==> config.mk <==
export PLATFORM = sky130hd
export DESIGN_NAME = tfp_front
export DESIGN_NICKNAME = d
export VERILOG_FILES = /design/src/hdl/tfp_pkg.sv /design/src/hdl/tfp_front.sv
export VERILOG_INCLUDE_DIRS = /design/src /design/src/hdl
export SDC_FILE = /design/constraint.sdc
export NUM_CORES = 1
export LEC_CHECK = 0
export BUFFER_PORTS_ARGS = -buffer_cell sky130_fd_sc_hd__buf_2
export CAP_MARGIN = 5
export CORE_AREA = 2 2 140 142
export DETAILED_ROUTE_END_ITERATION = 8
export DIE_AREA = 0 0 142 144
export MAX_ROUTING_LAYER = met4
export PLACE_DENSITY = 0.65
export SKIP_CTS_REPAIR_TIMING = 1
export SYNTH_ARGS = -nofsm -noshare
export SYNTH_HDL_FRONTEND = slang
export SYNTH_SLANG_ARGS = --single-unit
export TNS_END_PERCENT = 1
==> constraint.sdc <==
create_clock -name clk -period 5.85 [get_ports clk]
set_input_delay 0.2925 -clock clk [delete_from_list [all_inputs] [get_ports clk]]
set_output_delay 0.2925 -clock clk [all_outputs]
set_load 0.05 [all_outputs]
==> src/hdl/tile_frustum_planes_unit_assert.svh <==
// Assertion helpers shared by the tile frustum plane RTL.
// Each check is clocked on clk and held off while rst is high.
`ifndef TILE_FRUSTUM_PLANES_UNIT_ASSERT_SVH
`define TILE_FRUSTUM_PLANES_UNIT_ASSERT_SVH
`ifndef SYNTHESIS
`define TFP_ASSERT_IMP(lbl, ante, cons) \
  lbl: assert property (@(posedge clk) disable iff (rst) (ante) |-> (cons)) \
    else $error("tfp: implication check failed");
`define TFP_ASSERT_NXT(lbl, ante, cons) \
  lbl: assert property (@(posedge clk) disable iff (rst) (ante) |=> (cons)) \
    else $error("tfp: next-cycle check failed");
`else
`define TFP_ASSERT_IMP(lbl, ante, cons)
`define TFP_ASSERT_NXT(lbl, ante, cons)
`endif
`endif

==> src/hdl/tfp_pkg.sv <==
`default_nettype none
package tfp_pkg;

  // Tile geometry and coefficient format
  localparam int TILE_SIZE  = 16;
  localparam int COEF_WIDTH = 16;

  // Corner pixel coordinate width (up to 256 tiles per axis)
  localparam int PX_W   = $clog2(256 * TILE_SIZE + 1);
  // NDC in Q.14, signed
  localparam int NDC_W  = PX_W + 16;
  // Clip components: two coefficient products plus the constant lanes
  localparam int CLIP_W = COEF_WIDTH + NDC_W + 2;
  // Vector fed to normalization, one bit of headroom for negation
  localparam int VEC_W  = CLIP_W + 1;
  // Magnitude bound after prescaling
  localparam int MAG_W  = 30;
  // Shared multiplier
  localparam int MUL_W  = 31;
  localparam int PROD_W = 2 * MUL_W;
  localparam int ACC_W  = 64;
  // Square root and divider sizes
  localparam int SQ_W   = 62;
  localparam int ROOT_W = 31;
  localparam int DVD_W  = MAG_W + 14;
  localparam int DVS_W  = 31;
  localparam int QV_W   = 15;

  localparam int Q14_ONE = 16384;

  // Request queue depth (power of two)
  localparam int QDEPTH = 2;
  localparam int QPTR_W = $clog2(QDEPTH);
  localparam int QCNT_W = $clog2(QDEPTH + 1);

  // Configuration register indexes
  localparam int REG_IDX_W = 3;
  localparam logic [REG_IDX_W-1:0] REG_PROJ_X = 3'd0;
  localparam logic [REG_IDX_W-1:0] REG_PROJ_Y = 3'd1;
  localparam logic [REG_IDX_W-1:0] REG_PROJ_Z = 3'd2;
  localparam logic [REG_IDX_W-1:0] REG_PROJ_W = 3'd3;
  localparam logic [REG_IDX_W-1:0] REG_SCR_W  = 3'd4;
  localparam logic [REG_IDX_W-1:0] REG_SCR_H  = 3'd5;

  localparam logic [12:0] SCR_W_RESET = 13'd1920;
  localparam logic [12:0] SCR_H_RESET = 13'd1080;

  // One tile request after corner pixel expansion
  typedef struct packed {
    logic [PX_W-1:0] x0;
    logic [PX_W-1:0] x1;
    logic [PX_W-1:0] y0;
    logic [PX_W-1:0] y1;
    logic [23:0]     depth_near;
    logic [23:0]     depth_far;
  } item_t;

  // Head of the request queue as seen by the back end
  typedef struct packed {
    logic  valid;
    item_t item;
  } head_t;

  // Configuration seen by the back end
  typedef struct packed {
    logic [3:0][63:0] proj_row;
    logic [12:0]      screen_width;
    logic [12:0]      screen_height;
  } cfg_t;

  // Signed coefficient from lane k of a projection row
  function automatic logic signed [COEF_WIDTH-1:0] coef_lane(logic [63:0] row,
                                                             logic [1:0] k);
    return $signed(row[{k, 4'b0000} +: COEF_WIDTH]);
  endfunction

endpackage
`default_nettype wire

==> src/hdl/tfp_front.sv <==
`default_nettype none
`include "tile_frustum_planes_unit_assert.svh"
// Request intake: expand tile to corner pixels and queue it
module tfp_front (
  input  wire logic                clk,
  input  wire logic                rst,
  input  wire logic                start,
  output logic                     busy,
  input  wire logic [7:0]          tile_x,
  input  wire logic [7:0]          tile_y,
  input  wire logic [23:0]         depth_near_in,
  input  wire logic [23:0]         depth_far_in,
  input  wire logic                pop,
  output tfp_pkg::head_t           head
);
  tfp_pkg::item_t                 q [tfp_pkg::QDEPTH];
  logic [tfp_pkg::QPTR_W-1:0]     wr_ptr;
  logic [tfp_pkg::QPTR_W-1:0]     rd_ptr;
  logic [tfp_pkg::QCNT_W-1:0]     count;
  logic                           push;
  tfp_pkg::item_t                 incoming;

  assign busy = count == tfp_pkg::QCNT_W'(tfp_pkg::QDEPTH);
  assign push = start && !busy;

  // Corner pixel coordinates of the tile
  always_comb begin
    incoming.x0 = tfp_pkg::PX_W'(tile_x) * tfp_pkg::PX_W'(tfp_pkg::TILE_SIZE);
    incoming.x1 = tfp_pkg::PX_W'({1'b0, tile_x} + 9'd1) *
                  tfp_pkg::PX_W'(tfp_pkg::TILE_SIZE);
    incoming.y0 = tfp_pkg::PX_W'(tile_y) * tfp_pkg::PX_W'(tfp_pkg::TILE_SIZE);
    incoming.y1 = tfp_pkg::PX_W'({1'b0, tile_y} + 9'd1) *
                  tfp_pkg::PX_W'(tfp_pkg::TILE_SIZE);
    incoming.depth_near = depth_near_in;
    incoming.depth_far  = depth_far_in;
  end

  assign head.valid = count != '0;
  assign head.item  = q[rd_ptr];

  // Store payload
  always_ff @(posedge clk) begin
    if (push) begin
      q[wr_ptr] <= incoming;
    end
  end

  // Advance pointers and fill count
  always_ff @(posedge clk) begin
    if (rst) begin
      wr_ptr <= '0;
      rd_ptr <= '0;
      count  <= '0;
    end else begin
      if (push) begin
        wr_ptr <= wr_ptr + 1'b1;
      end
      if (pop) begin
        rd_ptr <= rd_ptr + 1'b1;
      end
      if (push && !pop) begin
        count <= count + 1'b1;
      end else if (pop && !push) begin
        count <= count - 1'b1;
      end
    end
  end

  `TFP_ASSERT_IMP(a_pop_nonempty, pop, count != '0)
  `TFP_ASSERT_NXT(a_push_grows, push && !pop, count == $past(count) + 1'b1)
  `TFP_ASSERT_IMP(a_count_bound, 1'b1, count <= tfp_pkg::QCNT_W'(tfp_pkg::QDEPTH))
endmodule
`default_nettype wire

==> results of run 1 <==
layer usage:
layer / track usage [%] / vias to the layer above / part of all wire, %
li1: - / 1574 / -
met1: 13.7 / 1679 / 43
met2: 19.8 / 90 / 51
met3: 3.54 / 12 / 4.3
met4: 5.26 / 0 / 1.6
met5: - / - / 0
stage by stage:
| stage | worst slack, ps | total power [uW] | util [%] |
|---|---|---|---|
| global placement | 3710 | 2210 | 39.0 |
| CTS | 3300 | 3440 | 42.3 |
| detailed placement | 3620 | 2230 | 39.0 |
| floorplan | 2760 | 2080 | - |
| finish | 3370 | 3390 | 42.4 |
| global route | 3230 | 3520 | 42.4 |
critical path: stages, from the launching register on:
cell and delay, ps:
dfxtp_4 1040, mux2_2 430, buf_2 210
cells in the final DEF (no fill, tap or decap), types with 3 or more instances in the layout:
master	n
conb_1	18
inv_6	6
bufinv_16	4
clkinv_2	3
nand3_1	7
ha_1	3
xnor2_1	7
clkbuf_16	17
inv_1	5
mux2_2	82
dfxtp_1	4
buf_2	151
nor2_1	9
xor2_1	8
edfxtp_1	164
power groups by stage:
stage / Combinational, uW / Clock [uW] / Sequential, uW
3_3_place_gp: 671 / 0 / 1540
4_1_cts: 681 / 1240 / 1520
3_5_place_dp: 679 / 0 / 1550
6_report: 671 / 1200 / 1520
2_1_floorplan: 560 / 0 / 1520
5_1_grt: 707 / 1280 / 1530
final timing paths:
path	start	endpoint	slack [ps]	depth (start not counted)
worst min register to register	wr_ptr	wr_ptr	500	2
worst min-delay path	depth_far_in[3]	q[0][3]	60	1
worst max-delay path	flip-flop	head[18]	3370	2
worst max register to register	count[1]	q[0][49]	3670	4
cells by family (layout without fill, tap and decap cells):
group                      Yosys count  after routing  synth area share [%]
DFF                                169            169                  76.9
adders and majority gates            3              3                 0.574
AOI/OAI and AO/OA                    4              4                 0.306
buffers and inverters               33            191                  3.91
xor gates and xnor gates            15             15                  2.01
and+or+nand+nor                     28             28                  2.14
other                                1             19                0.0574
muxes                               82             82                  14.1
synth_stat cells:
| cell | number | share of area [%] |
|---|---|---|
| nand3_1 | 7 | 0.54 |
| o21ai_0 | 2 | 0.15 |
| nor3_1 | 1 | 0.076 |
| nand4_1 | 2 | 0.19 |
| mux2_2 | 82 | 14 |
| xnor2_1 | 7 | 0.94 |
| or2_2 | 1 | 0.096 |
| inv_1 | 6 | 0.34 |
| dfxtp_1 | 5 | 1.5 |
| conb_1 | 1 | 0.057 |
| a21oi_1 | 2 | 0.15 |
| nor2b_2 | 1 | 0.13 |
| ha_1 | 3 | 0.57 |
| and2_1 | 1 | 0.096 |
| nor2_1 | 9 | 0.52 |
| or3_1 | 2 | 0.19 |
| buf_6 | 8 | 1.4 |
| nand2_1 | 2 | 0.11 |
| edfxtp_1 | 164 | 75 |
| xor2_1 | 8 | 1.1 |
| buf_4 | 19 | 2.2 |
| and3_1 | 2 | 0.19 |
sequential cells by signal, summed over array words and instances, names as in the netlist, named ones only:
register and cells:
rd_ptr 1, q 164, count 2, wr_ptr 1
cell type report:
type	instances	area [sq um]	share of cell area, %
sequential	169	5030	62.2
multi-input combinational	150	1320	16.4
timing repair buffer	153	771	9.54
clock buffer	17	425	5.26
tap	238	298	3.68
clock inverter	15	210	2.60
inverter	6	23.8	0.294
antenna	1	2.50	0.0310
==> flow_metrics.tcl, run 1 <==
set metrics [dict create \
    clock_skew_ps 4.37 \
    vias 3355 \
    cellLeakagePower_uw 0.00303 \
    setup_violations 0 \
    drv_cap 0 \
    p_seq_share_pct 44.8 \
    finalSetupTns_ps 0 \
    grt_pass1_wl_um 18100 \
    ys_warn_count 0 \
    rsz0062_at_grt "false" \
    cts_made_buffers 17 \
    dpl_cell_area_sq_um 7440 \
    wl_per_cell_um 15.7 \
    track_usage_pct 12.0 \
    drive_gt1_share_pct 53.3 \
    p_clk_share_pct 35.4 \
    period_share_pct 42.4 \
    clk_pin_slew_ps 70 \
    core_sq_um 19100 \
    worstPathMaxFanout 82 \
    dieArea_sq_um 20400 \
    initial_core_util_pct 34.3 \
    cp-start-kind "flip-flop" \
    hpwl_um 7310 \
    cp_data_arrival_time_ps 2190 \
    first_global_vias 3556 \
    drtAntennaViolNets 0 \
    p_switching_uw 1020 \
    ys_seq_elements 169 \
    slew_viol_final 0 \
    netlist_area_sq_um 6540 \
    drt_pre_antenna_iters 5 \
    drc 0 \
    max_freq_ghz 0.403 \
    seq_area_frac_synth_pct 76.9 \
    end_kind "output port" \
    slew_headroom_pct 24.1 \
    fillerInstances 1719 \
    vias_per_cell 4.48 \
    grt.overflow.total 0 \
    clock_sinks 169 \
    cts-root-buf "clkbuf_16" \
    port_buffers 151 \
    drtIter0Drc 171 \
    hp-class "primary input to flip-flop" \
    die-width_um 142 \
    nets 568 \
    vdd_drop_max_v 0.000189 \
    swShare_pct 30.1 \
    synth_cell_types 22 \
    tritoncts "yes" \
    worstSetupPathType "flip-flop to output port" \
    routed_wl_um 11800 \
    antenna_found_initial 1 \
    worstSkewPairLatency_ps 420 \
    clockBufferDepth 2 \
    power.internal_uw 2370 \
    fin_hold_ws_ps 61.5 \
    num_rows 51 \
    gp_congestion 0.788 \
    pwr_density_cell_nw_per_um2 420 \
    hold_violations 0 \
    fin_crit_ps 2480 \
    cp.required_ps 5560 \
    syn2layout_area_growth_pct 23.6 \
    avgSynthCellArea_sq_um 19.5 \
    stdcell_count 749 \
    htreeDepth 4 \
    post-place-cells 716 \
    grt_max_degree 83 \
    io_pins 170 \
    stdcell_area_sq_um 8080 \
    status "finished, final reports clean" \
    worst_pin_slew_ps 1140 \
    die_h_um 144 \
    combPwrFrac_pct 19.8 \
    postSynthCellCount 335 \
]
(Power assumes the default switching activity.)
==> inputs of run 2 (changes only) <==
PLACE_DENSITY = 0.67   (was 0.65)
clock period = 2.2 ns   (was 5.85 ns; I/O delays follow)
==> run 2 against run 1 <==
Core utilization increased by 3.0 points. Cell count rose by 8.5%. Combinational power rose to 3.0 times the previous value. Via count grew 8.6%. Global-route usage grew 0.22 points. Setup slack worse by 3100 ps. Clock skew is 2.2 ps higher. Final area increased by 7.0%. First-iteration DRC count down 2.3%. Sequential share of layout area is 4.1 points lower. Register-to-register slack worse by 3200 ps. Clock-buffer cell count rose by 1. Critical endpoint is now head[2]. Largest cell class unchanged.
==> flow_metrics.tcl, run 2 (synthesis results as in run 1) <==
set metrics [dict create \
    status "finished, final reports clean" \
    grt_pass1_wl_um 18500 \
    clock_sinks 169 \
    crit_chain "buf_4, mux2_2, buf_2" \
    hp-class "primary input to flip-flop" \
    gp_congestion 0.726 \
    period_share_pct 89.8 \
    cp.required_ps 2090 \
    cp-start-kind "flip-flop" \
    tritoncts "yes" \
    initial_core_util_pct 34.3 \
    drc 0 \
    worstSkewPairLatency_ps 410 \
    vias_per_cell 4.48 \
    post-place-cells 720 \
    clk_pin_slew_ps 60 \
    port_buffers 151 \
    largest_reg_flops 164 \
    io_pins 170 \
    die_h_um 144 \
    finalPower_uw 8520 \
    setup_violations 0 \
    cts_made_buffers 17 \
    fillerInstances 1667 \
    clock_skew_ps 6.55 \
    cp_data_arrival_time_ps 1870 \
    path_buf_inv 2 \
    first_global_vias 3604 \
    drtAntennaViolNets 0 \
    vdd_drop_max_v 0.000495 \
    antenna_found_initial 0 \
    rsz0062_at_grt "false" \
    worstPathMaxFanout 42 \
    cp_top_family "buffers and inverters" \
    cellLeakagePower_uw 0.00325 \
    die-width_um 142 \
    htreeDepth 4 \
    vias 3643 \
    stdcell_count 813 \
    reg_top3 "q x164, count x2" \
    slew_viol_final 0 \
    max_freq_ghz 0.506 \
    track_usage_pct 12.3 \
    pwr_density_cell_nw_per_um2 985 \
    clockBufferDepth 2 \
    drv_cap 0 \
    nets 637 \
    diodes 0 \
    cts-root-buf "clkbuf_16" \
    wl_per_cell_um 15.7 \
    fin_crit_ps 1980 \
    drtIter0Drc 167 \
    grt.overflow.total 0 \
    drt_pre_antenna_iters 4 \
    core_sq_um 19100 \
    end_kind "output port" \
    largest-register "q" \
    num_rows 51 \
    syn2layout_area_growth_pct 32.4 \
    hold_violations 0 \
    dieArea_sq_um 20400 \
    slowest_delay_ps 450 \
    grt_max_degree 43 \
    layout_commonest_cell "edfxtp_1" \
    slew_headroom_pct 62.0 \
    regToRegSetupSlack_ps 510 \
    layout_common_cells "edfxtp_1 (164), buf_2 (151), mux2_2 (82)" \
    worstSetupPathType "flip-flop to output port" \
    routed_wl_um 12700 \
    crit_slowest_cell "buf_4" \
    hpwl_um 7810 \
    worst_pin_slew_ps 570 \
    drive_gt1_share_pct 46.6 \
]
## run 2: cell types whose count changed in the layout (fill, tap and decap cells not counted)
| cell | change |
|---|---|
| inv_6 | -6 |
| clkbuf_1 | +1 |
| dlygate4sd3_1 | +65 |
| bufinv_16 | -4 |
| buf_12 | +3 |
| clkinvlp_4 | +3 |
| clkinv_1 | +3 |
| diode_2 | -1 |
| inv_8 | -1 |
| buf_4 | +1 |
## run 2: worst paths after layout
check	startpoint	endpoint	cells after the start
worst max-delay path	flip-flop	head[2]	3
worst min-delay path	tile_y[2]	q[1][59]	1
worst max register to register	count[0]	q[1][50]	4
worst min register to register	wr_ptr	wr_ptr	2
## run 2: per-stage QoR
stage	setup TNS, ps	hold WS [ps]	utilization, %	setup WS [ps]	cell area [sq um]
after floorplan	-61250	179	-	-747	6600
after global placement	0	300	39.4	573	7510
after detailed placement	0	302	39.4	522	7510
after CTS	0	-143	41.9	175	8000
after global routing	0	6.98	45.3	136	8650
final	0	20.1	45.3	225	8650
## run 2: report_power, final
| group | total [uW] | switching (uW) | internal (uW) |
|---|---|---|---|
| logic | 1980 | 1420 | 564 |
| clock network | 2550 | 1150 | 1400 |
| registers | 3980 | 74.4 | 3910 |
## run 2: cell type report
type                            count  area, sq um  area share (%)
Sequential cell                   169         5030            58.1
Timing Repair Buffer              222         1490            17.2
Multi-Input combinational cell    150         1320            15.3
Clock buffer                       18          429            4.96
Tap cell                          238          298            3.44
Clock inverter                     10         60.1           0.694
Inverter                            6         23.8           0.275
## run 2: metal layers
layer | up-vias | GRT usage, % | routed length, um
met4 | 0 | 5.37 | 191
li1 | 1705 | - | -
met2 | 106 | 20.2 | 6430
met3 | 16 | 3.34 | 573
met5 | - | - | 0
met1 | 1816 | 14.1 | 5540
==> inputs of run 3 (changes only) <==
HOLD_SLACK_MARGIN = 0.08   (was unset)
==> run 3 against run 2 <==
Global-route usage unchanged. Combinational power hardly changed. Sequential power about the same. Via count up 0.93%. Setup slack is essentially flat. Clock-buffer cell count is the same. Flip-flop and latch count unchanged. Critical endpoint unchanged. Clock power about the same. Core utilization grew 0.10 points. Largest power group unchanged. Largest cell class unchanged. Wire length down 0.35%. Sequential share of layout area down 0.13 points.
==> flow_metrics.tcl, run 3 (synthesis results as in run 1) <==
set metrics [dict create \
    status "finished, final reports clean" \
    cp-start-kind "flip-flop" \
    clock_skew_ps 6.35 \
    worstPathMaxFanout 42 \
    layout_commonest_cell "edfxtp_1" \
    worstSkewPairLatency_ps 410 \
    stdcell_count 815 \
    fin_crit_ps 1980 \
    drt_pre_antenna_iters 4 \
    slew_headroom_pct 62.0 \
    routed_wl_um 12700 \
    grt_pass1_wl_um 18500 \
    slowest_delay_ps 450 \
    drtIter0Drc 156 \
    largest_reg_flops 164 \
    drive_gt1_share_pct 46.4 \
    worst_pin_slew_ps 570 \
    first_global_vias 3604 \
    clockBufferDepth 2 \
    die-width_um 142 \
    combPwrFrac_pct 23.3 \
    finalPower_uw 8520 \
    fillerInstances 1663 \
    cp_data_arrival_time_ps 1870 \
    cts-root-buf "clkbuf_16" \
    p_clk_share_pct 29.9 \
    vdd_drop_max_v 0.000495 \
    cp.required_ps 2090 \
    p_switching_uw 2640 \
    layout_common_cells "edfxtp_1 (164), buf_2 (151), mux2_2 (82)" \
    finalSetupTns_ps 0 \
    dieArea_sq_um 20400 \
    vias 3677 \
    hpwl_um 7810 \
    setup_violations 0 \
    hold_depth 4 \
    drv_cap 0 \
    wl_per_cell_um 15.6 \
    multi_input_comb_area_sq_um 1320 \
    die_h_um 144 \
    cts_made_buffers 17 \
    reg2reg_from "count[0]" \
    core_sq_um 19100 \
    tritoncts "yes" \
    reg_top3 "q x164, count x2" \
    p_seq_share_pct 46.7 \
    slew_viol_final 0 \
    pwr_density_cell_nw_per_um2 982 \
    cp_top_family "buffers and inverters" \
    diodes 0 \
    worstSetupPathType "flip-flop to output port" \
    rsz0062_at_grt "false" \
    port_buffers 151 \
    largest-register "q" \
    grt_max_degree 43 \
    syn2layout_area_growth_pct 32.7 \
    htreeDepth 4 \
    regToRegSetupSlack_ps 510 \
    drtAntennaViolNets 0 \
    antenna_found_initial 0 \
    clk_pin_slew_ps 60 \
    period_share_pct 89.8 \
    r2r_cells 4 \
    worstHoldStart "start" \
    path_buf_inv 2 \
    swShare_pct 31.0 \
    hold_violations 0 \
    power.internal_uw 5870 \
    initial_core_util_pct 34.3 \
    gp_congestion 0.726 \
    track_usage_pct 12.3 \
    timing.rr.end "q[1][50]" \
    io_pins 170 \
    nets 639 \
    crit_slowest_cell "buf_4" \
    max_freq_ghz 0.506 \
    vias_per_cell 4.51 \
    cellLeakagePower_uw 0.00326 \
    whs_endpoint "wr_ptr" \
    regArea_sq_um 5030 \
    post-place-cells 720 \
    crit_chain "buf_4, mux2_2, buf_2" \
    drc 0 \
    end_kind "output port" \
    hp-class "primary input to flip-flop" \
    clock_sinks 169 \
    grt.overflow.total 0 \
    num_rows 51 \
]
run 3: worst max path at each step:
stage	endpoint	slack (ps)	cells past startpoint	startpoint
finish	head[2]	220	3	flip-flop
global route	head[2]	140	3	flip-flop
CTS	head[2]	180	3	flip-flop
detailed placement	q[1][41]	520	4	count[0]
global placement	q[1][44]	570	4	count[1]
floorplan	q[0][0]	-750	3	count[1]
run 3: area by class of cell:
cell class                      instances  area share, %
Inverter                                6          0.274
Timing Repair Buffer                  224           17.4
Clock buffer                           18           4.95
Sequential cell                       169           58.0
Clock inverter                         10          0.693
Tap cell                              238           3.43
Multi-Input combinational cell        150           15.3
run 3: per-layer routing:
| layer | part of all wire [%] | vias up | GRT usage, % |
|---|---|---|---|
| met5 | 0 | - | - |
| met4 | 1.5 | 0 | 5.37 |
| met3 | 4.6 | 16 | 3.34 |
| met2 | 51 | 112 | 20.2 |
| met1 | 43 | 1841 | 14.1 |
| li1 | - | 1708 | - |
run 3: through the flow:
stage               cell area [sq um]  hold WS, ps  utilization (%)  worst slack [ps]
floorplan                        6600          179                -              -747
global placement                 7510          300             39.4               573
detailed placement               7510          302             39.4               522
CTS                              8000         -143             41.9               175
global route                     8670          109             45.4               136
finish                           8670         93.3             45.4               225
run 3: tightest hold or removal path: cells and delay by family:
family	cells	cell delay, ps
AOI/OAI and AO/OA	2	210
buffers and inverters	2	130
run 3: power groups by stage:
stage                     clock (uW)  combinational (uW)  sequential [uW]
after floorplan                    0                1490             4040
after global placement             0                1880             4030
after detailed placement           0                1900             4050
after CTS                       2650                1910             3980
after global routing            2760                2090             4010
final                           2550                1990             3980
